[src/ppvc_pkg.sv]
// Shared types, constants and helpers of the polled point value cache.
package ppvc_pkg;

  localparam int ENTRIES = 16;
  localparam int IDX_W   = $clog2(ENTRIES);
  localparam int CNT_W   = $clog2(ENTRIES + 1);

  localparam int KIND_W = 3;
  localparam int DEV_W  = 22;
  localparam int TYPE_W = 10;
  localparam int INST_W = 22;
  localparam int TAG_W  = 4;
  localparam int VAL_W  = 32;
  localparam int MS_W   = 27;

  localparam logic [MS_W-1:0]  POLL_RESET_MS = MS_W'(1 * 60 * 1000);
  localparam logic [IDX_W-1:0] LAST_IDX      = IDX_W'(ENTRIES - 1);

  // Application tags kept as present value
  localparam logic [TAG_W-1:0] TAG_UNSIGNED = TAG_W'(2);
  localparam logic [TAG_W-1:0] TAG_REAL     = TAG_W'(4);
  localparam logic [TAG_W-1:0] TAG_ENUM     = TAG_W'(9);

  // Supported object types
  localparam logic [TYPE_W-1:0] OBJ_BASIC_MAX = TYPE_W'(5);
  localparam logic [TYPE_W-1:0] OBJ_MSI       = TYPE_W'(13);
  localparam logic [TYPE_W-1:0] OBJ_MSO       = TYPE_W'(14);
  localparam logic [TYPE_W-1:0] OBJ_MSV       = TYPE_W'(19);

  typedef enum logic [KIND_W-1:0] {
    KIND_ADD   = 3'd0,
    KIND_SAVE  = 3'd1,
    KIND_QUERY = 3'd2,
    KIND_TICK  = 3'd3,
    KIND_POLL  = 3'd4
  } kind_e;

  typedef struct packed {
    logic [KIND_W-1:0] kind;
    logic [DEV_W-1:0]  dev_inst;
    logic [TYPE_W-1:0] obj_type;
    logic [INST_W-1:0] obj_inst;
    logic              read_ok;
    logic              is_present_value;
    logic              ctx_tagged;
    logic [TAG_W-1:0]  value_tag;
    logic [VAL_W-1:0]  value_bits;
  } in_item_t;

  typedef struct packed {
    logic              ok;
    logic [VAL_W-1:0]  stored_bits;
    logic [TAG_W-1:0]  stored_tag;
    logic              binary_active;
    logic              poll_valid;
    logic [DEV_W-1:0]  poll_device;
    logic [TYPE_W-1:0] poll_type;
    logic [INST_W-1:0] poll_instance;
  } out_item_t;

  typedef struct packed {
    logic [DEV_W-1:0]  dev;
    logic [TYPE_W-1:0] typ;
    logic [INST_W-1:0] inst;
  } key_t;

  typedef struct packed {
    logic [TAG_W-1:0] tag;
    logic [VAL_W-1:0] bits;
  } val_t;

  // Controller to datapath
  typedef struct packed {
    logic load;
    logic scan_run;
    logic poll_rd;
    logic act;
    logic out_load;
  } ctrl_cmd_t;

  // Datapath to controller
  typedef struct packed {
    logic scan_end;
  } ctrl_sts_t;

  function automatic logic type_supported(input logic [TYPE_W-1:0] t);
    return (t <= OBJ_BASIC_MAX) || (t == OBJ_MSI) || (t == OBJ_MSO) || (t == OBJ_MSV);
  endfunction

endpackage

[src/ppvc_datapath.sv]
// Datapath: point tables, scan pipeline, tick counter, poll cursor and result register.
module ppvc_datapath (
  input  logic                            clk_i,
  input  logic                            rst_ni,
  input  logic                            cfg_we_i,
  input  logic [ppvc_pkg::MS_W-1:0]       cfg_wdata_i,
  input  ppvc_pkg::ctrl_cmd_t             cmd_i,
  output ppvc_pkg::ctrl_sts_t             sts_o,
  input  ppvc_pkg::in_item_t              in_data_i,
  output ppvc_pkg::out_item_t             out_data_o
);
  import ppvc_pkg::*;

  in_item_t          item_q;
  logic [MS_W-1:0]   cfg_q;
  logic [MS_W-1:0]   ms_q, ms_d;
  logic [IDX_W-1:0]  cursor_q, cursor_d;
  logic [ENTRIES-1:0] valid_q, valid_d;
  logic [ENTRIES-1:0] refresh_q, refresh_d;
  logic [ENTRIES-1:0] written_q, written_d;

  key_t              kmem [ENTRIES];
  key_t              key_rd_q;
  val_t              vmem [ENTRIES];
  val_t              val_rd_q;
  logic              val_ok_q;

  logic [CNT_W-1:0]  scan_cnt_q;
  logic              p_vld_q;
  logic [IDX_W-1:0]  p_idx_q;
  logic              hit_q;
  logic [IDX_W-1:0]  hit_idx_q;
  logic              free_fnd_q;
  logic [IDX_W-1:0]  free_idx_q;

  out_item_t         res_q, res_d;
  logic              qhit_q, qhit_d;
  out_item_t         out_q, out_d;

  key_t              item_key;
  logic              cmp_hit;
  logic              issue;
  logic [IDX_W-1:0]  iss_idx;
  logic [IDX_W-1:0]  kmem_raddr;
  logic              kmem_re;
  logic              kmem_we;
  logic              vmem_we;
  logic              supported;
  logic              tag_ok;
  logic [MS_W-1:0]   ms_inc;

  assign item_key   = '{dev: item_q.dev_inst, typ: item_q.obj_type,
                        inst: item_q.obj_inst};
  assign cmp_hit    = p_vld_q && valid_q[p_idx_q] && (key_rd_q == item_key);
  assign issue      = cmd_i.scan_run && (scan_cnt_q < CNT_W'(ENTRIES));
  assign iss_idx    = scan_cnt_q[IDX_W-1:0];
  assign kmem_raddr = cmd_i.poll_rd ? cursor_q : iss_idx;
  assign kmem_re    = issue || cmd_i.poll_rd;
  assign sts_o.scan_end = p_vld_q && (cmp_hit || (p_idx_q == LAST_IDX));

  assign supported = type_supported(item_q.obj_type);
  assign tag_ok    = (item_q.value_tag == TAG_UNSIGNED) || (item_q.value_tag == TAG_REAL) ||
                     (item_q.value_tag == TAG_ENUM);
  assign ms_inc    = ms_q + MS_W'(1);

  always_comb begin
    valid_d   = valid_q;
    refresh_d = refresh_q;
    written_d = written_q;
    ms_d      = ms_q;
    cursor_d  = cursor_q;
    kmem_we   = 1'b0;
    vmem_we   = 1'b0;
    res_d     = res_q;
    qhit_d    = qhit_q;
    if (cmd_i.act) begin
      res_d  = '0;
      qhit_d = 1'b0;
      case (kind_e'(item_q.kind))
        KIND_ADD, KIND_QUERY: begin
          if ((kind_e'(item_q.kind) == KIND_QUERY) && hit_q) begin
            res_d.ok = 1'b1;
            qhit_d   = 1'b1;
          end else if (supported) begin
            if (hit_q) begin
              refresh_d[hit_idx_q] = 1'b1;
              res_d.ok = 1'b1;
            end else if (free_fnd_q) begin
              valid_d[free_idx_q]   = 1'b1;
              refresh_d[free_idx_q] = 1'b1;
              kmem_we  = 1'b1;
              res_d.ok = (kind_e'(item_q.kind) == KIND_ADD);
            end
          end
        end
        KIND_SAVE: begin
          if (item_q.read_ok && hit_q) begin
            res_d.ok = 1'b1;
            if (!item_q.ctx_tagged) begin
              if (item_q.is_present_value && tag_ok) begin
                vmem_we = 1'b1;
                written_d[hit_idx_q] = 1'b1;
              end
              refresh_d[hit_idx_q] = 1'b0;
            end
          end
        end
        KIND_TICK: begin
          // an interval of zero behaves as one
          if (ms_inc >= cfg_q) begin
            ms_d      = '0;
            refresh_d = '1;
          end else begin
            ms_d = ms_inc;
          end
        end
        KIND_POLL: begin
          if (refresh_q[cursor_q]) begin
            refresh_d[cursor_q] = 1'b0;
            if (valid_q[cursor_q]) begin
              res_d.poll_valid    = 1'b1;
              res_d.poll_device   = key_rd_q.dev;
              res_d.poll_type     = key_rd_q.typ;
              res_d.poll_instance = key_rd_q.inst;
            end
          end
          cursor_d = (cursor_q == LAST_IDX) ? '0 : cursor_q + IDX_W'(1);
        end
        default: begin
        end
      endcase
    end
  end

  // a slot never saved reads as zero
  always_comb begin
    out_d = res_q;
    if (qhit_q && val_ok_q) begin
      out_d.stored_bits   = val_rd_q.bits;
      out_d.stored_tag    = val_rd_q.tag;
      out_d.binary_active = (val_rd_q.bits != '0);
    end
  end

  always_ff @(posedge clk_i or negedge rst_ni) begin
    if (!rst_ni) begin
      cfg_q      <= POLL_RESET_MS;
      ms_q       <= '0;
      cursor_q   <= '0;
      valid_q    <= '0;
      refresh_q  <= '0;
      written_q  <= '0;
      scan_cnt_q <= '0;
      p_vld_q    <= 1'b0;
      hit_q      <= 1'b0;
      free_fnd_q <= 1'b0;
      qhit_q     <= 1'b0;
    end else begin
      if (cfg_we_i) begin
        cfg_q <= cfg_wdata_i;
      end
      ms_q      <= ms_d;
      cursor_q  <= cursor_d;
      valid_q   <= valid_d;
      refresh_q <= refresh_d;
      written_q <= written_d;
      qhit_q    <= qhit_d;
      if (cmd_i.load) begin
        scan_cnt_q <= '0;
        p_vld_q    <= 1'b0;
        hit_q      <= 1'b0;
        free_fnd_q <= 1'b0;
      end else if (cmd_i.scan_run) begin
        p_vld_q <= issue;
        if (issue) begin
          scan_cnt_q <= scan_cnt_q + CNT_W'(1);
          if (!valid_q[iss_idx] && !free_fnd_q) begin
            free_fnd_q <= 1'b1;
          end
        end
        if (cmp_hit) begin
          hit_q <= 1'b1;
        end
      end
    end
  end

  // payload registers and memories
  always_ff @(posedge clk_i) begin
    if (cmd_i.load) begin
      item_q <= in_data_i;
    end
    if (cmd_i.scan_run) begin
      p_idx_q <= iss_idx;
      if (issue && !valid_q[iss_idx] && !free_fnd_q) begin
        free_idx_q <= iss_idx;
      end
      if (cmp_hit) begin
        hit_idx_q <= p_idx_q;
      end
    end
    if (kmem_we) begin
      kmem[free_idx_q] <= item_key;
    end
    if (kmem_re) begin
      key_rd_q <= kmem[kmem_raddr];
    end
    if (vmem_we) begin
      vmem[hit_idx_q] <= '{tag: item_q.value_tag, bits: item_q.value_bits};
    end
    if (cmd_i.act) begin
      val_rd_q <= vmem[hit_idx_q];
      val_ok_q <= written_q[hit_idx_q];
    end
    res_q <= res_d;
    if (cmd_i.out_load) begin
      out_q <= out_d;
    end
  end

  assign out_data_o = out_q;

endmodule

[src/ppvc_ctrl.sv]
// Controller: sequences accept, table scan, poll read, update and result hand-off.
module ppvc_ctrl (
  input  logic                          clk_i,
  input  logic                          rst_ni,
  input  logic                          in_valid_i,
  output logic                          in_ready_o,
  input  logic [ppvc_pkg::KIND_W-1:0]   in_kind_i,
  output logic                          out_valid_o,
  input  logic                          out_ready_i,
  output ppvc_pkg::ctrl_cmd_t           cmd_o,
  input  ppvc_pkg::ctrl_sts_t           sts_i
);
  import ppvc_pkg::*;

  typedef enum logic [2:0] {
    ST_IDLE,
    ST_SCAN,
    ST_POLL_RD,
    ST_ACT,
    ST_FIN
  } state_e;

  state_e state_q, state_d;
  logic   out_valid_q, out_valid_d;

  assign in_ready_o  = (state_q == ST_IDLE);
  assign out_valid_o = out_valid_q;

  always_comb begin
    cmd_o          = '0;
    cmd_o.load     = in_valid_i && (state_q == ST_IDLE);
    cmd_o.scan_run = (state_q == ST_SCAN);
    cmd_o.poll_rd  = (state_q == ST_POLL_RD);
    cmd_o.act      = (state_q == ST_ACT);
    cmd_o.out_load = (state_q == ST_FIN) && (!out_valid_q || out_ready_i);
  end

  always_comb begin
    state_d = state_q;
    case (state_q)
      ST_IDLE: begin
        if (cmd_o.load) begin
          case (kind_e'(in_kind_i))
            KIND_ADD, KIND_SAVE, KIND_QUERY: state_d = ST_SCAN;
            KIND_POLL:                       state_d = ST_POLL_RD;
            default:                         state_d = ST_ACT;
          endcase
        end
      end
      ST_SCAN: begin
        if (sts_i.scan_end) begin
          state_d = ST_ACT;
        end
      end
      ST_POLL_RD: state_d = ST_ACT;
      ST_ACT:     state_d = ST_FIN;
      ST_FIN: begin
        if (cmd_o.out_load) begin
          state_d = ST_IDLE;
        end
      end
      default: state_d = ST_IDLE;
    endcase

    // hold the result until taken
    out_valid_d = out_valid_q;
    if (cmd_o.out_load) begin
      out_valid_d = 1'b1;
    end else if (out_ready_i) begin
      out_valid_d = 1'b0;
    end
  end

  always_ff @(posedge clk_i or negedge rst_ni) begin
    if (!rst_ni) begin
      state_q     <= ST_IDLE;
      out_valid_q <= 1'b0;
    end else begin
      state_q     <= state_d;
      out_valid_q <= out_valid_d;
    end
  end

endmodule

[src/polled_point_value_cache_core.sv]
// Add, save and query walk the 16-entry key table, one entry a cycle through one read port;
//   the walk ends at the last entry or earlier on a match, then the update and result steps follow.
// Ticks go straight to the update step and poll slots read the key first; one item is in work at a
//   time and the next is taken the cycle after its result enters the output register.
// Reset: control, valid, refresh and saved flags, cursor and tick count clear; interval is 60000 ms.
module polled_point_value_cache_core (
  input  logic                      clk_i,
  input  logic                      rst_ni,
  input  logic                      cfg_we_i,
  input  logic [ppvc_pkg::MS_W-1:0] cfg_wdata_i,
  input  logic                      in_valid_i,
  output logic                      in_ready_o,
  input  ppvc_pkg::in_item_t        in_data_i,
  output logic                      out_valid_o,
  input  logic                      out_ready_i,
  output ppvc_pkg::out_item_t       out_data_o
);
  import ppvc_pkg::*;

  ctrl_cmd_t cmd;
  ctrl_sts_t sts;

  ppvc_ctrl u_ctrl (
    .clk_i       (clk_i),
    .rst_ni      (rst_ni),
    .in_valid_i  (in_valid_i),
    .in_ready_o  (in_ready_o),
    .in_kind_i   (in_data_i.kind),
    .out_valid_o (out_valid_o),
    .out_ready_i (out_ready_i),
    .cmd_o       (cmd),
    .sts_i       (sts)
  );

  ppvc_datapath u_dp (
    .clk_i       (clk_i),
    .rst_ni      (rst_ni),
    .cfg_we_i    (cfg_we_i),
    .cfg_wdata_i (cfg_wdata_i),
    .cmd_i       (cmd),
    .sts_o       (sts),
    .in_data_i   (in_data_i),
    .out_data_o  (out_data_o)
  );

endmodule

[config.mk]
export PLATFORM = sky130hd
export DESIGN_NAME = polled_point_value_cache_core
export DESIGN_NICKNAME = d
export VERILOG_FILES = /design/src/ppvc_pkg.sv /design/src/ppvc_datapath.sv /design/src/ppvc_ctrl.sv /design/src/polled_point_value_cache_core.sv
export SDC_FILE = /design/constraint.sdc
export NUM_CORES = 2
export LEC_CHECK = 0
export BUFFER_PORTS_ARGS = -buffer_cell sky130_fd_sc_hd__buf_2
export CORE_UTILIZATION = 50
export DETAILED_ROUTE_END_ITERATION = 12
export PLACE_DENSITY = 0.75
export SYNTH_ARGS = -nofsm -noshare
export SYNTH_HDL_FRONTEND = slang
export SYNTH_SLANG_ARGS = --single-unit
[constraint.sdc]
create_clock -name clk_i -period 4.9 [get_ports clk_i]
set_input_delay 0 -clock clk_i [delete_from_list [all_inputs] [get_ports clk_i]]
set_output_delay 0 -clock clk_i [all_outputs]
set_load 0.01 [all_outputs]
# [Word level (Yosys, flattened, before mapping)]
# Memories as Yosys holds them, arrays and structs flattened. A register that Yosys moved wholly into a read port is not among the register bits.
# Cells that the tools add are included.
[classes] addsub=3 n_mul=0 div_mod_pow=0 magnitude_cmp=11 eq_ne=30 shift=0 mux=71 bitwise=11 reduce_logical=52
[ops] operator="16-bit two-way mux" count=8
[ops] operator="16-bit bitwise OR" count=4
[ops] operator="16-bit case mux with 4 select lines" count=1
[ops] operator="55-bit two-way mux" count=1
[ops] operator="54-bit equality test" count=1
[ops] operator="1-bit two-way mux" count=41
[ops] operator="16-bit bitwise AND" count=2
[ops] operator="16-bit inverter" count=2
[ops] operator="32-bit nonzero test" count=1
[ops] operator="27-bit by 1-bit adder with 27-bit output, second input constant" count=1
[ops] operator="27-bit >= comparator" count=1
[ops] operator="27-bit two-way mux" count=1
[ops] operator="4-bit by 5-bit less-than comparator with 1-bit output, second input constant" count=5
[ops] operator="1-bit binary-select mux with 4-bit select" count=5
[ops] operator="10-bit by 4-bit equality test with 1-bit output, second input constant" count=2
[ops] operator="1-bit logical AND" count=16
[ops] operator="3-bit by 2-bit equality test with 1-bit output, second input constant" count=5
[ops] operator="5-bit two-way mux" count=3
[ops] operator="3-bit case mux with 5 select lines" count=1
[ops] operator="2-bit AND reduction" count=7
[ops] operator="1-bit demux with 4-bit select" count=3
[ops] operator="4-bit equality test, second input constant" count=3
[ops] operator="4-bit by 1-bit >= comparator with 1-bit output, second input constant" count=3
[ops] operator="10-bit by 5-bit equality test with 1-bit output, second input constant" count=1
[ops] operator="27 further kinds" count=60
[word_totals] regBits=377 latch_bits=0 ramBits=1440 mem_bits_ro=0 in_bits=128 output_inout_bits=95 elab_cells=219 mem_count=2
[mem_list] memory="u_dp.kmem" words=16 word_bits=54 rd=1 rd_ports_with_merged_regs=1 write_ports=1 line="ppvc_datapath.sv:22" source="key_t kmem [ENTRIES];"
[mem_list] memory="u_dp.vmem" words=16 word_bits=36 rd=1 rd_ports_with_merged_regs=1 write_ports=1 line="ppvc_datapath.sv:24" source="val_t vmem [ENTRIES];"

# [Logic depth before layout (Yosys ltp)]
[logic_depth] depth_word=11 mapped_depth=16 depth_no_buf=13

# [Cells and area by module]
# From an unflattened synthesis, not the netlist that was laid out.
[unflattened] hier_cells=3600 area_unflattened_um2=73553.0
[modules_own_cells] mod="ppvc_datapath" n_inst=1 cells_each=3575 area_each_um2=73296.5 seq_area_each_um2=56578.0
[modules_own_cells] mod="ppvc_ctrl" n_inst=1 cells_each=25 area_each_um2=256.5 seq_area_each_um2=100.1

# [Worst setup path before layout]
# Ideal clock, no wire load.
[synth_path] kind="reg-to-reg" from="reg u_dp.item_q (netlist bit u_dp.item_key[28])" to="mem u_dp.kmem[4][0] (netlist name) (enable)" setup_time_ns=0.467 t_arrival_ns=4.108 t_required_ns=4.433 slack_ns=0.325 path_stages_with_launch=5 path_buffers=0 synth_period_minus_slack_ns=4.575 cell_sequence="edfxtp_1 -> or4_1 -> a211o_1 -> or3_1 -> nor2_1"
[synth_via] elab_chain_len=10 word_cells_on_any_way=13 classes_between="1 x order compare; 3 x eq/ne; 6 x mux; 3 x reduce/logical"
[synth_lines] element="start: declaration" line="ppvc_datapath.sv:14" source="in_item_t item_q;"
[synth_lines] element="start signal: assignment" line="ppvc_datapath.sv:191" source="item_q <= in_data_i;"
[synth_lines] element="10-bit by 3-bit <= comparator with 1-bit output / 10-bit by 4-bit equality test with 1-bit output (equally long branches)" line="ppvc_pkg.sv:87" source="return (t <= OBJ_BASIC_MAX) || (t == OBJ_MSI) || (t == OBJ_MSO) || (t == OBJ_MSV);"
[synth_lines] element="1-bit logical OR (2 in a row)" line="ppvc_pkg.sv:87"
[synth_lines] element="1-bit logical OR *" line="ppvc_pkg.sv:87"
[synth_lines] element="1-bit two-way mux *" line="ppvc_datapath.sv:84" source="end else if (supported) begin"
[synth_lines] element="1-bit two-way mux *" line="ppvc_datapath.sv:81" source="if ((kind_e'(item_q.kind) == KIND_QUERY) && hit_q) begin"
[synth_lines] element="1-bit two-way mux *" line="ppvc_datapath.sv:79" source="case (kind_e'(item_q.kind))"
[synth_lines] element="1-bit two-way mux *" line="ppvc_datapath.sv:76" source="if (cmd_i.act) begin"
[synth_lines] element="1-bit two-way mux *" line="ppvc_datapath.sv:202" source="if (kmem_we) begin"
[synth_lines] element="1-bit two-way mux (not written as such) *" line="ppvc_datapath.sv:203" source="kmem[free_idx_q] <= item_key;"
[synth_lines] element="end: declaration" line="ppvc_datapath.sv:22"
# Every way passes the cells marked *; elsewhere a longest branch is shown, timed or not.

# [Worst setup path after layout]
[layout_path] from="reg u_dp.ms_q[0]" to="reg u_dp.ms_q[21]"
[layout_via] elab_chain_len=3
[layout_lines] element="start: declaration" line="ppvc_datapath.sv:16" source="logic [MS_W-1:0] ms_q, ms_d;"
[layout_lines] element="start signal: assignment" line="ppvc_datapath.sv:162" source="ms_q <= ms_d;"
[layout_lines] element="27-bit by 1-bit adder with 27-bit output *" line="ppvc_datapath.sv:64" source="assign ms_inc = ms_q + MS_W'(1);"
[layout_lines] element="27-bit >= comparator" line="ppvc_datapath.sv:110" source="if (ms_inc >= cfg_q) begin"
[layout_lines] element="27-bit two-way mux *" line="ppvc_datapath.sv:110"
# Marked as above.
# A chain may end at the register's enable or synchronous reset.

==> summary.md <==
• area of the die: 149,000 um^2
• I/O pin count: 223
• Setup WS pre-CTS: 0.624 ns
• overall power consumption: 0.0408 W
• Multi-input gate area: 16,300 um^2
• remaining antenna violation count: 0
• count of placed standard cells in the final layout, fillers left out: 6,174
• count of unique library cells instantiated by Yosys: 74
• share of the synthesized area in the top cell type: 72.9%
• Net Count, Synth: 3,642
• count of endpoints failing hold in the final timing report: 0
• summed instance area of the synthesized netlist: 73,700 um^2
• horizontal die dimension: 386 um
• final routed DRC violation total: 0
• Max H-tree Level: 4
• count of maximum capacitance violations: 0
• summed negative setup slack over all endpoints: 0 ns
• Post-Route Skew: 0.0453 ns
• fillcell total: 9,959
• critical path peak fanout: 18
• post-layout worst setup margin: 0.563 ns
• IR drop worst, VDD: 0.439 mV
• post-CTS setup buffer count: 0
• Worst Hold Class: input pin to flop
• detailed placer's ending HPWL: 89.0 mm
• final number of setup-violating endpoints: 0
• data required time at the worst endpoint: 5.62 ns
• y dimension of the die: 386 um
• pin count of the biggest net entering global routing: 85
• grt total ovfl: 0
• Vias: 37,276
• Power Density: 471 nW/um^2
• drt via density: 6.04
• number of warnings issued by yosys: 0
• drt wl/cell: 27.7 um
• RSZ-0062 raised after global routing: false
• cell area reported after detailed placement: 77,700 um^2
• overall track demand over capacity in global routing: 23.0%
• synthesis-to-layout area growth: 17.5%
• syn avg cell area: 21.2 um^2
• number of placed instances, taps included: 5,533
• Slew HR: 12.2%
• pin slew with the least headroom to its limit: 1.28 ns
• minimum clock period: 4.34 ns
• fin nets: 4,262
• last weighted congestion value of the routability-driven placer: 0.831
• maximum count of clock buffers along a single path: 3
• Final Cell Area: 86,600 um^2
• crit path capture type: flop
• via count of the first global-routing pass: 37,610
• total wire length: 171 mm
• quantity of gates resized following cts: 0
• total clock buffers created by CTS: 185
• area occupied by registers: 56,700 um^2
• ratio of final minimum period to clock period: 88.5%
• starting density of the core: 50.5%
• nature of the critical path startpoint: flop
• clk slew on worst S/H paths: 0.06 ns
• DRT iter0 DRCs: 4,045
• root cell of the clock tree: sky130_fd_sc_hd__clkbuf_16
• core footprint: 146,000 um^2
• count of cells along the worst register-to-register path: 14
• worst setup path class: flop to flop
• sequential area share after synthesis: 76.9%
• number of sinks driven by the clock tree: 1,907
• Placement Rows: 140
• I/O Buffers: 222
• antenna violations before repair: 2
• LEAKAGE: 29.7 nW
• synthesized instance count: 3,481
• CTS tree: built
• WHS Path Cells: 2
• number of enable flip-flop cells after synthesis: 1,788
• delay of the slowest cell on the worst path: 0.69 ns
• status: complete, no violations
• share of final-layout standard cells stronger than drive strength 1: 24.9%
• Max Fclk: 0.231 GHz
• cell types with the largest area share after synthesis: sky130_fd_sc_hd__edfxtp_1 (73%), sky130_fd_sc_hd__mux4_2 (13%), sky130_fd_sc_hd__dfrtp_1 (3.8%), sky130_fd_sc_hd__mux2i_1 (2.4%), sky130_fd_sc_hd__xnor2_1 (0.59%)
• worst skew pair latency: 0.82 ns
• wire length of the first global-routing pass: 248 mm
• Synth async-reset ratio: 6.24%
• master of the slowest instance on the critical path: sky130_fd_sc_hd__and3_1
• number of optimization iterations in the first detailed-route pass: 7
• most common flop cell mapped by yosys: sky130_fd_sc_hd__edfxtp_1
• cell taking the most area after synthesis: sky130_fd_sc_hd__edfxtp_1
• cells along the critical path: ha_1 -> nand3_1 -> or3_1 -> nor2_1 -> nand4_1 -> xnor2_1 -> ha_1 -> and3_1 -> a211o_1 -> o221a_2 -> nor3_4 -> buf_4 -> and3_1 -> a22o_1
• number of flip-flops and latches in the synthesized netlist: 1,907
• data arrival time of the critical path: 5.06 ns
• Max Slew Vio Count: 0
==> cell families (layout without fill, tap and decap cells) <==
logic type / after synthesis / after routing / synth area share, %
DFF: 1907 / 1907 / 76.9
muxes: 591 / 591 / 15.0
and+or+nand+nor: 436 / 436 / 3.18
buffers and inverters: 220 / 993 / 1.41
AOI/OAI and AO/OA: 218 / 218 / 1.99
xor gates and xnor gates: 76 / 76 / 0.903
adders and majority gates: 33 / 33 / 0.560
other: 0 / 3 / 0
==> path summary, 6_finish.rpt <==
kind,start,slack (ns),end
max in group asynchronous,rst_ni,3.68,u_dp.written_q[8]$_DFFE_PN0P_
min in group asynchronous,rst_ni,0.32,u_dp.cfg_q[5]$_DFFE_PN1P_
setup / recovery,u_dp.ms_q[0]$_DFFE_PN0P_,0.56,u_dp.ms_q[21]$_DFFE_PN0P_
hold reg to reg,u_dp.out_d[46]$_SDFFCE_PN0P_,0.41,u_dp.out_data_o[46]$_DFFE_PP_
hold / removal,in_data_i[95],0.04,u_dp.item_q[95]$_DFFE_PP_
setup reg to reg,u_dp.ms_q[0]$_DFFE_PN0P_,0.56,u_dp.ms_q[21]$_DFFE_PN0P_
==> per-stage QoR <==
step,utilization [%],hold slack (ns)
after detailed placement,53.2,0.00368
after floorplan,-,-0.296
after global routing,59.4,0.0118
after global placement,53.2,-0.00359
final,59.4,0.0412
after CTS,59.4,0.00329
==> routing by layer <==
metal  GRT usage, %  vias to the layer above  routed length [um]
met5              0                        -                   0
met4           5.37                        0                3220
met3           4.94                      265               15400
met2           38.4                     1919               86200
met1           31.2                    19517               66500
li1               -                    15575                   -
==> placed cells by master, fill, tap and decap left out, types with 9 or more instances in the layout <==
master                          instances
sky130_fd_sc_hd__dlygate4sd3_1        297
sky130_fd_sc_hd__nand3_1               28
sky130_fd_sc_hd__buf_2                221
sky130_fd_sc_hd__edfxtp_1            1788
sky130_fd_sc_hd__clkbuf_1              46
sky130_fd_sc_hd__buf_12                27
sky130_fd_sc_hd__clkinv_2              24
sky130_fd_sc_hd__mux4_2               413
sky130_fd_sc_hd__o21ai_0               58
sky130_fd_sc_hd__clkbuf_16            188
sky130_fd_sc_hd__inv_1                 43
sky130_fd_sc_hd__a31oi_1               17
sky130_fd_sc_hd__nor2_4                34
sky130_fd_sc_hd__or2_2                 19
sky130_fd_sc_hd__and2_1                49
sky130_fd_sc_hd__mux2i_1              171
sky130_fd_sc_hd__clkinv_1              42
sky130_fd_sc_hd__nor2b_1               13
sky130_fd_sc_hd__buf_4                 61
sky130_fd_sc_hd__a21oi_1               47
sky130_fd_sc_hd__a41oi_1               12
sky130_fd_sc_hd__nor4_1                25
sky130_fd_sc_hd__o21bai_1               9
sky130_fd_sc_hd__nor3_1                28
sky130_fd_sc_hd__ha_1                  33
sky130_fd_sc_hd__and3_1                41
sky130_fd_sc_hd__dfrtp_1              112
sky130_fd_sc_hd__nor2_1                40
sky130_fd_sc_hd__xor2_1                26
sky130_fd_sc_hd__bufinv_16             13
sky130_fd_sc_hd__a22o_1                36
sky130_fd_sc_hd__nand2_1               90
sky130_fd_sc_hd__nand4_1               25
sky130_fd_sc_hd__xnor2_1               50
==> synthesized netlist by cell type (25+ instances only) <==
library cell               instances
sky130_fd_sc_hd__edfxtp_1       1788
sky130_fd_sc_hd__mux4_2          413
sky130_fd_sc_hd__mux2i_1         174
sky130_fd_sc_hd__dfrtp_1         112
sky130_fd_sc_hd__nand2_1          90
sky130_fd_sc_hd__clkbuf_1         80
sky130_fd_sc_hd__nor2_1           73
sky130_fd_sc_hd__o21ai_0          58
sky130_fd_sc_hd__buf_2            52
sky130_fd_sc_hd__xnor2_1          50
sky130_fd_sc_hd__and2_1           49
sky130_fd_sc_hd__a21oi_1          48
sky130_fd_sc_hd__inv_1            45
sky130_fd_sc_hd__and3_1           42
sky130_fd_sc_hd__a22o_1           36
sky130_fd_sc_hd__ha_1             33
sky130_fd_sc_hd__nand3_1          28
sky130_fd_sc_hd__nor3_1           28
sky130_fd_sc_hd__xor2_1           26
sky130_fd_sc_hd__nand4_1          25
sky130_fd_sc_hd__nor4_1           25
==> sequential cells by signal, summed over array words and instances, names as in the netlist, 3 cells and up <==
signal and flops:
u_ctrl.state_q 3, u_dp.cfg_q 27, u_dp.cursor_q 4, u_dp.free_idx_q 4
u_dp.hit_idx_q 4, u_dp.item_key 54, u_dp.item_q 42, u_dp.key_rd_q 54
u_dp.kmem 864, u_dp.ms_q 27, u_dp.out_d 56, u_dp.out_data_o 93
u_dp.p_idx_q 4, u_dp.refresh_q 16, u_dp.scan_cnt_q 5, u_dp.val_rd_q 36
u_dp.valid_q 16, u_dp.vmem 576, u_dp.written_q 16
==> repair_timing <==
action / in CTS / in global routing
setup endpoints to repair: 0 / 0
hold buffers: 298 / 0
hold endpoints to repair: 248 / 0
==> where the power goes <==
part / internal (W) / switching (W)
Combinational: 0.00305 / 0.00350
Sequential: 0.0192 / 0.00109
Clock: 0.00781 / 0.00606
==> worst max-delay path: cells and delay by family (launching register included) <==
kind / cells / cell delay (ns)
adders and majority gates: 2 / 0.49
buffers and inverters: 1 / 0.20
AOI/OAI and AO/OA: 3 / 0.84
DFF: 1 / 0.43
xor gates and xnor gates: 1 / 0.22
and+or+nand+nor: 7 / 2.06
==> cell type report <==
class	instances	share of cell area (%)
Clock buffer	237	5.66
Tap cell	1917	2.77
Multi-Input combinational cell	1354	18.8
Clock inverter	103	1.21
Sequential cell	1907	65.4
Timing Repair Buffer	608	5.91
Inverter	45	0.207
Antenna cell	3	0.00867
(Power assumes the default switching activity.)
